### src/hdl/pss_pkg.sv
package pss_pkg;

   typedef struct packed {
      logic [2:0]  operation;
      logic [7:0]  sample_byte;
      logic        last_byte;
      logic [7:0]  level_in;
      logic [15:0] frequency_hz;
      logic [15:0] duration_ms;
   } req_type;

   typedef struct packed {
      logic [15:0] pwm_period;
      logic [15:0] pwm_compare;
      logic        amp_enable;
      logic        pwm_clock_on;
      logic [2:0]  mode_now;
      logic [7:0]  bytes_accepted;
      logic        finished;
   } rsp_type;

   localparam logic [2:0] OP_SAMPLE   = 3'd0;
   localparam logic [2:0] OP_MS       = 3'd1;
   localparam logic [2:0] OP_SVC      = 3'd2;
   localparam logic [2:0] OP_TONE     = 3'd3;
   localparam logic [2:0] OP_PLAY     = 3'd4;
   localparam logic [2:0] OP_BREAK    = 3'd5;
   localparam logic [2:0] OP_REPEAT   = 3'd6;
   localparam logic [2:0] OP_RESERVED = 3'd7;

   localparam logic [2:0] MODE_IDLE    = 3'd0;
   localparam logic [2:0] MODE_READY   = 3'd1;
   localparam logic [2:0] MODE_PLAY    = 3'd2;
   localparam logic [2:0] MODE_ONESHOT = 3'd3;
   localparam logic [2:0] MODE_MANUAL  = 3'd4;

   localparam logic [1:0] CSR_TONE_CLOCK = 2'd0;
   localparam logic [1:0] CSR_MIN_FREQ   = 2'd1;
   localparam logic [1:0] CSR_MAX_FREQ   = 2'd2;
   localparam logic [1:0] CSR_PCM_PERIOD = 2'd3;

   localparam logic [7:0] MAX_LEVEL = 8'd100;
   localparam logic [7:0] TONE_DIV  = 8'd200;

   typedef enum logic [2:0] {
      ST_IDLE, ST_EXEC, ST_DIV, ST_MUL, ST_SCALE, ST_RESP
   } state_type;

   // Controller commands to the datapath.
   typedef struct packed {
      logic load;
      logic exec;
      logic div_start;
      logic div_step;
      logic tone_mul;
      logic scale_start;
      logic scale_step;
      logic tone_done;
      logic rsp_load;
   } cmd_type;

   // Datapath status to the controller.
   typedef struct packed {
      logic [2:0] operation;
      logic       div_last;
      logic       sample_wait;
   } stat_type;

endpackage

### src/hdl/pss_ctrl.sv
module pss_ctrl (
   input  logic                clock,
   input  logic                reset,
   input  logic                req_valid,
   output logic                req_stall,
   output logic                rsp_valid,
   input  logic                rsp_stall,
   output logic                csr_ready,
   output pss_pkg::cmd_type    cmd,
   input  pss_pkg::stat_type   stat
);

   pss_pkg::state_type state_ff, state_in;
   logic               rsp_valid_ff, rsp_valid_in;

   // State and output valid registers.
   always_ff @(posedge clock) begin
      if (reset) begin
         state_ff     <= pss_pkg::ST_IDLE;
         rsp_valid_ff <= 1'b0;
      end else begin
         state_ff     <= state_in;
         rsp_valid_ff <= rsp_valid_in;
      end
   end

   assign rsp_valid = rsp_valid_ff;
   assign req_stall = (state_ff != pss_pkg::ST_IDLE) || rsp_valid_ff;
   assign csr_ready = (state_ff == pss_pkg::ST_IDLE) && !rsp_valid_ff;

   // Next state and commands.
   always_comb begin
      state_in     = state_ff;
      rsp_valid_in = rsp_valid_ff && rsp_stall;
      cmd          = '0;
      case (state_ff)
         pss_pkg::ST_IDLE: begin
            if (req_valid && !req_stall) begin
               cmd.load = 1'b1;
               state_in = pss_pkg::ST_EXEC;
            end
         end
         pss_pkg::ST_EXEC: begin
            if (stat.operation == pss_pkg::OP_TONE) begin
               cmd.div_start = 1'b1;
               state_in      = pss_pkg::ST_DIV;
            end else if (stat.operation == pss_pkg::OP_SAMPLE && stat.sample_wait) begin
               // Sample memory read data settles in ST_SCALE before the sample is used.
               state_in = pss_pkg::ST_SCALE;
            end else begin
               cmd.exec = 1'b1;
               state_in = pss_pkg::ST_RESP;
            end
         end
         pss_pkg::ST_DIV: begin
            cmd.div_step = 1'b1;
            if (stat.div_last) state_in = pss_pkg::ST_MUL;
         end
         pss_pkg::ST_MUL: begin
            cmd.tone_mul    = 1'b1;
            cmd.scale_start = 1'b1;
            state_in        = pss_pkg::ST_SCALE;
         end
         pss_pkg::ST_SCALE: begin
            if (stat.operation == pss_pkg::OP_TONE) cmd.tone_done = 1'b1;
            else cmd.exec = 1'b1;
            state_in = pss_pkg::ST_RESP;
         end
         pss_pkg::ST_RESP: begin
            cmd.rsp_load = 1'b1;
            rsp_valid_in = 1'b1;
            state_in     = pss_pkg::ST_IDLE;
         end
         default: state_in = pss_pkg::ST_IDLE;
      endcase
   end

endmodule

### config.mk
export PLATFORM = sky130hd
export DESIGN_NAME = pss_ctrl
export DESIGN_NICKNAME = d
export VERILOG_FILES = /design/src/hdl/pss_pkg.sv /design/src/hdl/pss_ctrl.sv
export SDC_FILE = /design/constraint.sdc
export NUM_CORES = 1
export LEC_CHECK = 0
export BUFFER_PORTS_ARGS = -buffer_cell sky130_fd_sc_hd__buf_2
export CORE_AREA = 10 10 47 49
export CTS_CLUSTER_SIZE = 20
export DETAILED_ROUTE_END_ITERATION = 10
export DIE_AREA = 0 0 57 59
export PLACE_DENSITY_LB_ADDON = 0.1
export RECOVER_POWER = 50
export SLEW_MARGIN = 20
export SYNTH_ARGS = -nofsm -noshare
export SYNTH_HDL_FRONTEND = slang
export SYNTH_SLANG_ARGS = --single-unit
### constraint.sdc
create_clock -name clock -period 1 [get_ports clock]
set_input_delay 0.2 -clock clock [delete_from_list [all_inputs] [get_ports clock]]
set_output_delay 0.2 -clock clock [all_outputs]
set_load 0.1 [all_outputs]
# After elaboration in Yosys (flattened, before gate mapping)

Index checks and enable logic that the tools add are counted.
W data, S select, Z words.

Register bits: 4

Equal/unequal tests: 8
Muxes and demuxes: 18
Reductions and logical operators: 11

Operator list:

| kind                 | number |
|---|---|
| $pmux W3 S5          | 1 |
| $mux W1              | 12 |
| $eq A3 B2 Y1 const B | 3 |
| $mux W3              | 3 |
| $eq A3 B3 Y1 const B | 2 |
| $logic_not A3 Y1     | 2 |
| $logic_and A1 B1 Y1  | 4 |
| $eq A3 B1 Y1 const B | 1 |
| $reduce_bool A3 Y1   | 1 |
| $logic_not A1 Y1     | 2 |
| $mux W2              | 1 |
| $ne A2 B1 Y1 const B | 1 |
| $ne A2 B2 Y1 const B | 1 |
| $pmux W1 S2          | 1 |
| $reduce_and A2 Y1    | 1 |
| $logic_or A1 B1 Y1   | 1 |

# Depth between registers and ports, before layout

Gate-level depths: netlist of the first run.

Depth after elaboration: 6
Gate-level depth with buffers: 4
Mapped depth without buffers: 3

# Worst setup path before layout of the first run

Ideal clock, no wire load.

Kind: reg2out
From: register rsp_valid_ff, in the netlist rsp_valid
To: output req_stall
Arrival time: 3600 ps
Data required time: 800 ps
Path slack: -2800 ps
Cell stages (with the launch flop): 3
Cells stage by stage: dfxtp_1 -> nor4_2 -> inv_1

Word-level cells in the longest chain between the ends: 1

Ends and longest elaborated chain:

| what                   | RTL line       | source |
|---|---|---|
| from (decl)            | pss_ctrl.sv:14 | `logic rsp_valid_ff, rsp_valid_in;` |
| from (signal assigned) | pss_ctrl.sv:23 | `rsp_valid_ff <= rsp_valid_in;` |
| $logic_or A1 B1 Y1     | pss_ctrl.sv:28 | `assign req_stall = (state_ff != pss_pkg::ST_IDLE) \|\| rsp_valid_ff;` |
| to (decl)              | pss_ctrl.sv:5  | `output logic req_stall,` |

Every way passes these cells.

==> results of run 1 <==
logic make-up (layout without fill, tap and decap cells):
family / after synthesis / after routing / share of synthesized area
muxes: 1 / 1 / 0.0317
buffers and inverters: 7 / 53 / 0.115
DFF: 4 / 4 / 0.254
and+or+nand+nor: 20 / 20 / 0.437
AOI/OAI and AO/OA: 6 / 6 / 0.151
other: 1 / 1 / 0.0119
sequential cells by signal, indices dropped and copies added (netlist names):
| name | count |
|---|---|
| rsp_valid | 1 |
| state_ff | 3 |
through the flow:
stage          setup TNS (ps)  total power [mW]  instances
5_1_grt                 -6390              1.65        101
3_3_place_gp            -4010              1.11         86
2_1_floorplan           -8020             0.781         39
6_report                -5690              1.59        101
4_1_cts                 -5650              1.53         98
3_5_place_dp            -3960              1.11         86
final cells by class:
type / count / area, um^2
Inverter: 2 / 16.3
Fill cell: 98 / 400
Timing Repair Buffer: 47 / 523
Sequential cell: 4 / 95.1
Clock buffer: 4 / 26.3
Multi-Input combinational cell: 28 / 320
Tap cell: 16 / 20.0
metal layers:
layer / global-route usage / vias to the layer above / wire length [um]
met5: 0 / - / 0
met4: 0.0403 / 0 / 0
met3: 0.0279 / 0 / 53
met2: 0.135 / 5 / 827
met1: 0.0818 / 215 / 511
li1: - / 230 / -
worst paths after layout:
kind,startpoint,endpoint,cells after the start
worst max register to register,state_ff[2]$_SDFFE_PP0P_,state_ff[0]$_SDFFE_PP0P_,6
worst min register to register,rsp_valid$_SDFF_PP0_,rsp_valid$_SDFF_PP0_,3
worst min-delay path,reset,rsp_valid$_SDFF_PP0_,2
worst max-delay path,state_ff[0]$_SDFFE_PP0P_,cmd[8],3
power breakdown:
group	total, mW	switching (mW)	internal, mW
combinational	1.15	0.621	0.532
sequential	0.216	0.0364	0.179
clock	0.218	0.0686	0.150
critical path: stages, from the launching register on:
cell     delay, ps
dfxtp_4        370
nor4_4         350
and2_4         210
buf_12         160
cell usage in the layout, fill, tap and decap left out:
| master | n |
|---|---|
| buf_4 | 14 |
| buf_6 | 14 |
| buf_12 | 11 |
| buf_2 | 8 |
| dfxtp_4 | 4 |
| nor2_4 | 3 |
| clkbuf_4 | 3 |
| nor2_1 | 2 |
| inv_6 | 1 |
| nor3_4 | 1 |
| nand2b_4 | 1 |
| nand4bb_4 | 1 |
| and3b_1 | 1 |
| nor4b_2 | 1 |
| nand2b_1 | 1 |
| o21ai_2 | 1 |
| nor3b_4 | 1 |
| nor4_4 | 1 |
| clkinvlp_4 | 1 |
| and3_4 | 1 |
| and2_4 | 1 |
| and3b_2 | 1 |
| nor2b_1 | 1 |
| a22oi_2 | 1 |
| a21oi_2 | 1 |
| nor3b_1 | 1 |
| a2111oi_0 | 1 |
| o21ai_0 | 1 |
| o41ai_4 | 1 |
| nor4bb_1 | 1 |
| mux2i_1 | 1 |
| nor3b_2 | 1 |
| conb_1 | 1 |
| clkbuf_1 | 1 |
repair_timing:
item,CTS,global route
resized for setup,34,9
gates cloned,0,0
pin swaps,7,6
hold buffers,0,0
setup buffers,8,5
setup endpoints to repair,15,15
hold endpoints to repair,0,0
==> results by group, run 1 <==
Die
  – Die Ht: 59 um
  – Die width: 57 um
  – I/O Pins: 21
  – Std cell rows: 14
  – Die area: 0.00336 mm^2
  – Initial Utilization: 0.225
  – Core outline area: 0.00140 mm^2

Critical path
  – Worst EP required: 800 ps
  – CP Launch Type: flip-flop
  – Crit. End Element: output pin
  – Crit path DAT: 1330 ps
  – Peak fanout along the critical path: 7
  – Setup Crit Path Kind: reg2out
  – Slack of the worst reg-to-reg path: -360 ps

Logic synthesis
  – Top-count cell post-synth: nor2_1
  – Syn_area_per_cell: between 8 and 9 um^2
  – Top FF cell, synth: dfxtp_1
  – Gate Count Post-Synth: 39
  – Yosys cell types: 24
  – Async SR Flop Fraction: 0
  – Synth top cells by count: nor2_1 (5), dfxtp_1 (4), nor3b_1 (3)
  – Area leader, netlist: dfxtp_1
  – Ys Warns: 0
  – Seq/Total Area, Yosys: 0.254
  – Count of flip-flops with a built-in enable after synthesis: 0
  – Post-synth top area share: 0.254
  – Synth area leaders: dfxtp_1 (25%), nor3b_1 (7.1%), nor2_1 (6.0%)
  – #FFs+latches synth: 4
  – Mapped cell area: 315 um^2
  – Post-synth net total: 48

Global routing
  – Global Route Usage Sum: 0.0782
  – Total grt overflow: 0
  – Vias in the first global route: around 470
  – First-pass GRT wire length: 2.15 mm
  – Largest net degree at the start of global routing: 8
  – Initial antenna violation count: 0

Drt
  – Via Count: 450
  – Initial DRC Count: 1
  – Remaining DRCs: 0
  – Antenna viol nets, final: 0
  – Total Wirelength: approximately 1.4 mm
  – DR vias/cell: 4.46
  – DR pass1 iterations: 2
  – WL per Instance: around 14 um

CTS
  – CTS clk-pin slew, worst paths: 40 ps
  – H-tree levels: 1
  – Clk buf depth: 2
  – Clk sinks: 4
  – CTS tree: built
  – Clk root buf: clkbuf_4
  – Clock latency on the worst-skew pair: about 230 ps
  – Total CTS buffers: 3

Layout
  – Layout cells sized above 1: 0.859
  – Final net count: 95
  – Fin area: 0.00100 mm^2
  – Antenna Cells: 0
  – Area Growth Syn to Fin: 217%
  – Post-layout util: 0.714

Timing
  – Clk_skew: a little under 3 ps
  – Fmax: 0.653 GHz
  – Min Hold Slack: between 150 and 200 ps
  – Final Cycle Share: 1.53
  – Hold Violations, Final: 0
  – Tmin final: 1530 ps
  – Fin. max-slew vios: 0
  – Endpoints failing setup: 15
  – Final worst slack: -531 ps
  – RSZ-0062 raised after global routing: true

Pwr
  – Leak pwr: 0.426 nW
  – PwrDens: 1590 mW/mm^2
  – Maximum vdd ir drop: 0.923 mV

Job
  – Max-cap viol count: 0

Worst hold path
  – HP Class: in2reg

Placement
  – Pre-CTS WS: -398 ps
  – Number of I/O port buffers: 19
  – Routability cong.: roughly 0.75
  – DP HPWL: approximately 910 um
  – Dpl cell area: 737 um^2

Run status
  – Status: finished, violations left
  – Failing checks: setup timing
No activity file was read; power rests on OpenSTA's default activity.
==> run 2, diff against run 1 <==
--- a/config.mk
+++ b/config.mk
@@ -10,7 +10,6 @@
 export CTS_CLUSTER_SIZE = 20
 export DETAILED_ROUTE_END_ITERATION = 10
 export DIE_AREA = 0 0 57 59
-export PLACE_DENSITY_LB_ADDON = 0.1
 export RECOVER_POWER = 50
 export SLEW_MARGIN = 20
 export SYNTH_ARGS = -nofsm -noshare
==> run 2 against run 1 <==
Against the previous run: the flow still finishes with violations (setup timing); power shrank 6.3%; worst setup slack lost 17 ps; hold slack lost 12 ps; first-iteration DRC count grew to 4.0 times the previous value; maximum frequency shrank 1.1%; die area is the same; via count shrank 4.4%; wire length shrank 1.9%; final area shrank 11%.
==> results by group, run 2 (synthesized netlist as in run 1, its figures left out) <==
Job
  – Max-cap viol count: 0 (unchanged)

Critical path
  – Worst EP required: 800 ps (about the same)
  – Peak fanout along the critical path: 3 (was 7)
  – Largest stage delay, worst path: 330 ps (was 370 ps)
  – Slack of the worst reg-to-reg path: -260 ps (was -360 ps)
  – CP Launch Type: flip-flop (unchanged)
  – Critical Path Start: state_ff[2]$_SDFFE_PP0P_ (was state_ff[0]$_SDFFE_PP0P_)
  – CP max-delay cell: dfxtp_2 (was dfxtp_4)
  – Depth of the most critical reg-to-reg path: 4 (was 6)
  – Cell chain of the critical path: buf_6 -> nor4_4 -> buf_4 -> clkinvlp_4 -> buf_12 (was nor4_4 -> and2_4 -> buf_12)
  – RR Startpoint: state_ff[2]$_SDFFE_PP0P_ (unchanged)
  – Worst r2r dst: state_ff[0]$_SDFFE_PP0P_ (unchanged)
  – Crit. End Element: output pin (unchanged)
  – CP endpoint: req_stall (was cmd[8])
  – Setup Crit Path Kind: reg2out (unchanged)
  – Crit path DAT: 1350 ps (was 1330 ps)

Pwr
  – P_sw: 0.704 mW (was 0.726 mW)
  – Clock share of power: 0.152 (was 0.138)
  – Int Pwr: 0.782 mW (was 0.861 mW)
  – PwrDens: 1660 mW/mm^2 (was 1590 mW/mm^2)
  – Leak pwr: 0.374 nW (was 0.426 nW)
  – Comb power frac: 0.708 (was 0.726)
  – Sequential fraction of design power: 0.140 (was 0.136)
  – Maximum vdd ir drop: 1.03 mV (was 0.923 mV)
  – Switch share: 0.474 (was 0.457)

Die
  – Initial Utilization: 0.225 (unchanged)
  – Std cell rows: 14 (unchanged)
  – Core outline area: 0.00140 mm^2 (unchanged)
  – Die Ht: 59 um (unchanged)
  – Die area: 0.00336 mm^2 (unchanged)
  – I/O Pins: 21 (unchanged)
  – Die width: 57 um (unchanged)

Drt
  – Total Wirelength: 1.37 mm (was 1.39 mm)
  – DR vias/cell: 4.62 (was 4.46)
  – Remaining DRCs: 0 (unchanged)
  – Antenna viol nets, final: 0 (unchanged)
  – WL per Instance: 14.7 um (was 13.8 um)
  – DR pass1 iterations: 4 (was 2)
  – Initial DRC Count: 4 (was 1)
  – Via Count: 430 (was 450)

CTS
  – Clk sinks: 4 (unchanged)
  – CTS tree: built (unchanged)
  – CTS clk-pin slew, worst paths: 40 ps (about the same)
  – Total CTS buffers: 3 (unchanged)
  – H-tree levels: 1 (unchanged)
  – Clk buf depth: 2 (unchanged)
  – Clock latency on the worst-skew pair: 240 ps (was 230 ps)
  – Clk root buf: clkbuf_4 (unchanged)

Layout
  – Max reg flops: 3 (unchanged)
  – Area Growth Syn to Fin: 184% (was 217%)
  – Biggest register: state_ff (unchanged)
  – Final net count: 87 (was 95)
  – Antenna Cells: 0 (unchanged)
  – Most frequent cells in the layout: buf_12 (11), buf_4 (10), buf_6 (10), buf_2 (8) (was buf_4 (14), buf_6 (14), buf_12 (11), buf_2 (8), dfxtp_4 (4))
  – Fin area: 895 um^2 (was 0.00100 mm^2)
  – FILL cells: 110 (was 98)
  – Leading cell type in the layout, fill and taps excluded: buf_12
  – Layout cells sized above 1: 0.831 (was 0.859)

Global routing
  – Global Route Usage Sum: 0.0833 (was 0.0782)
  – Vias in the first global route: 465 (was 471)
  – First-pass GRT wire length: 2.13 mm (was 2.15 mm)
  – Largest net degree at the start of global routing: 9 (was 8)
  – Total grt overflow: 0 (unchanged)
  – Initial antenna violation count: 0 (unchanged)

Timing
  – Actual slew at the worst max-slew pin: 531 ps
  – Final worst slack: -548 ps (was -531 ps)
  – Hold Violations, Final: 0 (unchanged)
  – Clk_skew: 7.99 ps (was 2.98 ps)
  – Fmax: 0.646 GHz (was 0.653 GHz)
  – Final setup TNS: -5320 ps (was -5690 ps)
  – RSZ-0062 raised after global routing: true (unchanged)
  – Fin. max-slew vios: 0 (unchanged)
  – Tmin final: 1550 ps (was 1530 ps)
  – Endpoints failing setup: 15 (unchanged)
  – Final Cycle Share: 1.55 (was 1.53)
  – Relative slew slack: 0.641

Placement
  – Dpl cell area: 722 um^2 (was 737 um^2)
  – DP HPWL: 915 um (was 908 um)
  – Number of I/O port buffers: 19 (unchanged)
  – Routability cong.: 0.747 (was 0.752)

Run status
  – Status: finished, violations left (unchanged)
  – Failing checks: setup timing (unchanged)

Worst hold path
  – HP Class: in2reg (unchanged)
-- run 2: final cells by class --
type,count,area (um^2),area share
multi-input cells,28,297,0.331
inverters,2,11.3,0.0126
clock buffers,4,26.3,0.0294
well taps,16,20.0,0.0224
flip-flops and latches,4,92.6,0.103
repair buffers,39,448,0.501
-- run 2: repair_timing --
item | CTS | global route
cloned | 0 | 0
setup endpoints to repair | 15 | 15
resized for setup | 22 | 5
endpoints found under the hold margin | 0 | 0
pin swaps | 7 | 3
hold buffers | 0 | 0
buffers inserted | 5 | 2
-- run 2: stage by stage --
step / total power [mW] / worst slack [ps] / util / instances / hold slack (ps)
final: 1.49 / -548 / 0.638 / 93 / 158
after floorplan: 0.781 / -1840 / - / 39 / 263
after global placement: 1.11 / -310 / 0.515 / 82 / 406
after CTS: 1.46 / -571 / 0.614 / 91 / 156
after global routing: 1.55 / -608 / 0.638 / 93 / 169
after detailed placement: 1.12 / -355 / 0.515 / 82 / 407
-- run 2: worst min path at each step --
| stage | cells past startpoint | end | from |
|---|---|---|---|
| floorplan | 1 | rsp_valid$_SDFF_PP0_ | reset |
| finish | 2 | rsp_valid$_SDFF_PP0_ | reset |
| global route | 2 | rsp_valid$_SDFF_PP0_ | reset |
| global placement | 2 | rsp_valid$_SDFF_PP0_ | reset |
| detailed placement | 2 | rsp_valid$_SDFF_PP0_ | reset |
| CTS | 2 | rsp_valid$_SDFF_PP0_ | reset |
-- run 2: power by group through the flow --
stage / registers (mW) / clock network (mW) / logic (mW)
6_report: 0.208 / 0.226 / 1.05
5_1_grt: 0.211 / 0.245 / 1.09
4_1_cts: 0.206 / 0.238 / 1.01
3_5_place_dp: 0.203 / 0 / 0.914
3_3_place_gp: 0.202 / 0 / 0.908
2_1_floorplan: 0.200 / 0 / 0.581
-- run 2: critical path, delay by kind of cell (launching register included) --
family | cells | cell delay [ps]
simple gates | 1 | 220
flops | 1 | 330
buf+inv | 4 | 560
-- run 2: layer usage --
layer | share of wire | global-route usage
met5 | 0 | 0
met4 | 0.028 | 0.0906
met3 | 0.084 | 0.0386
met2 | 0.55 | 0.136
met1 | 0.34 | 0.0711
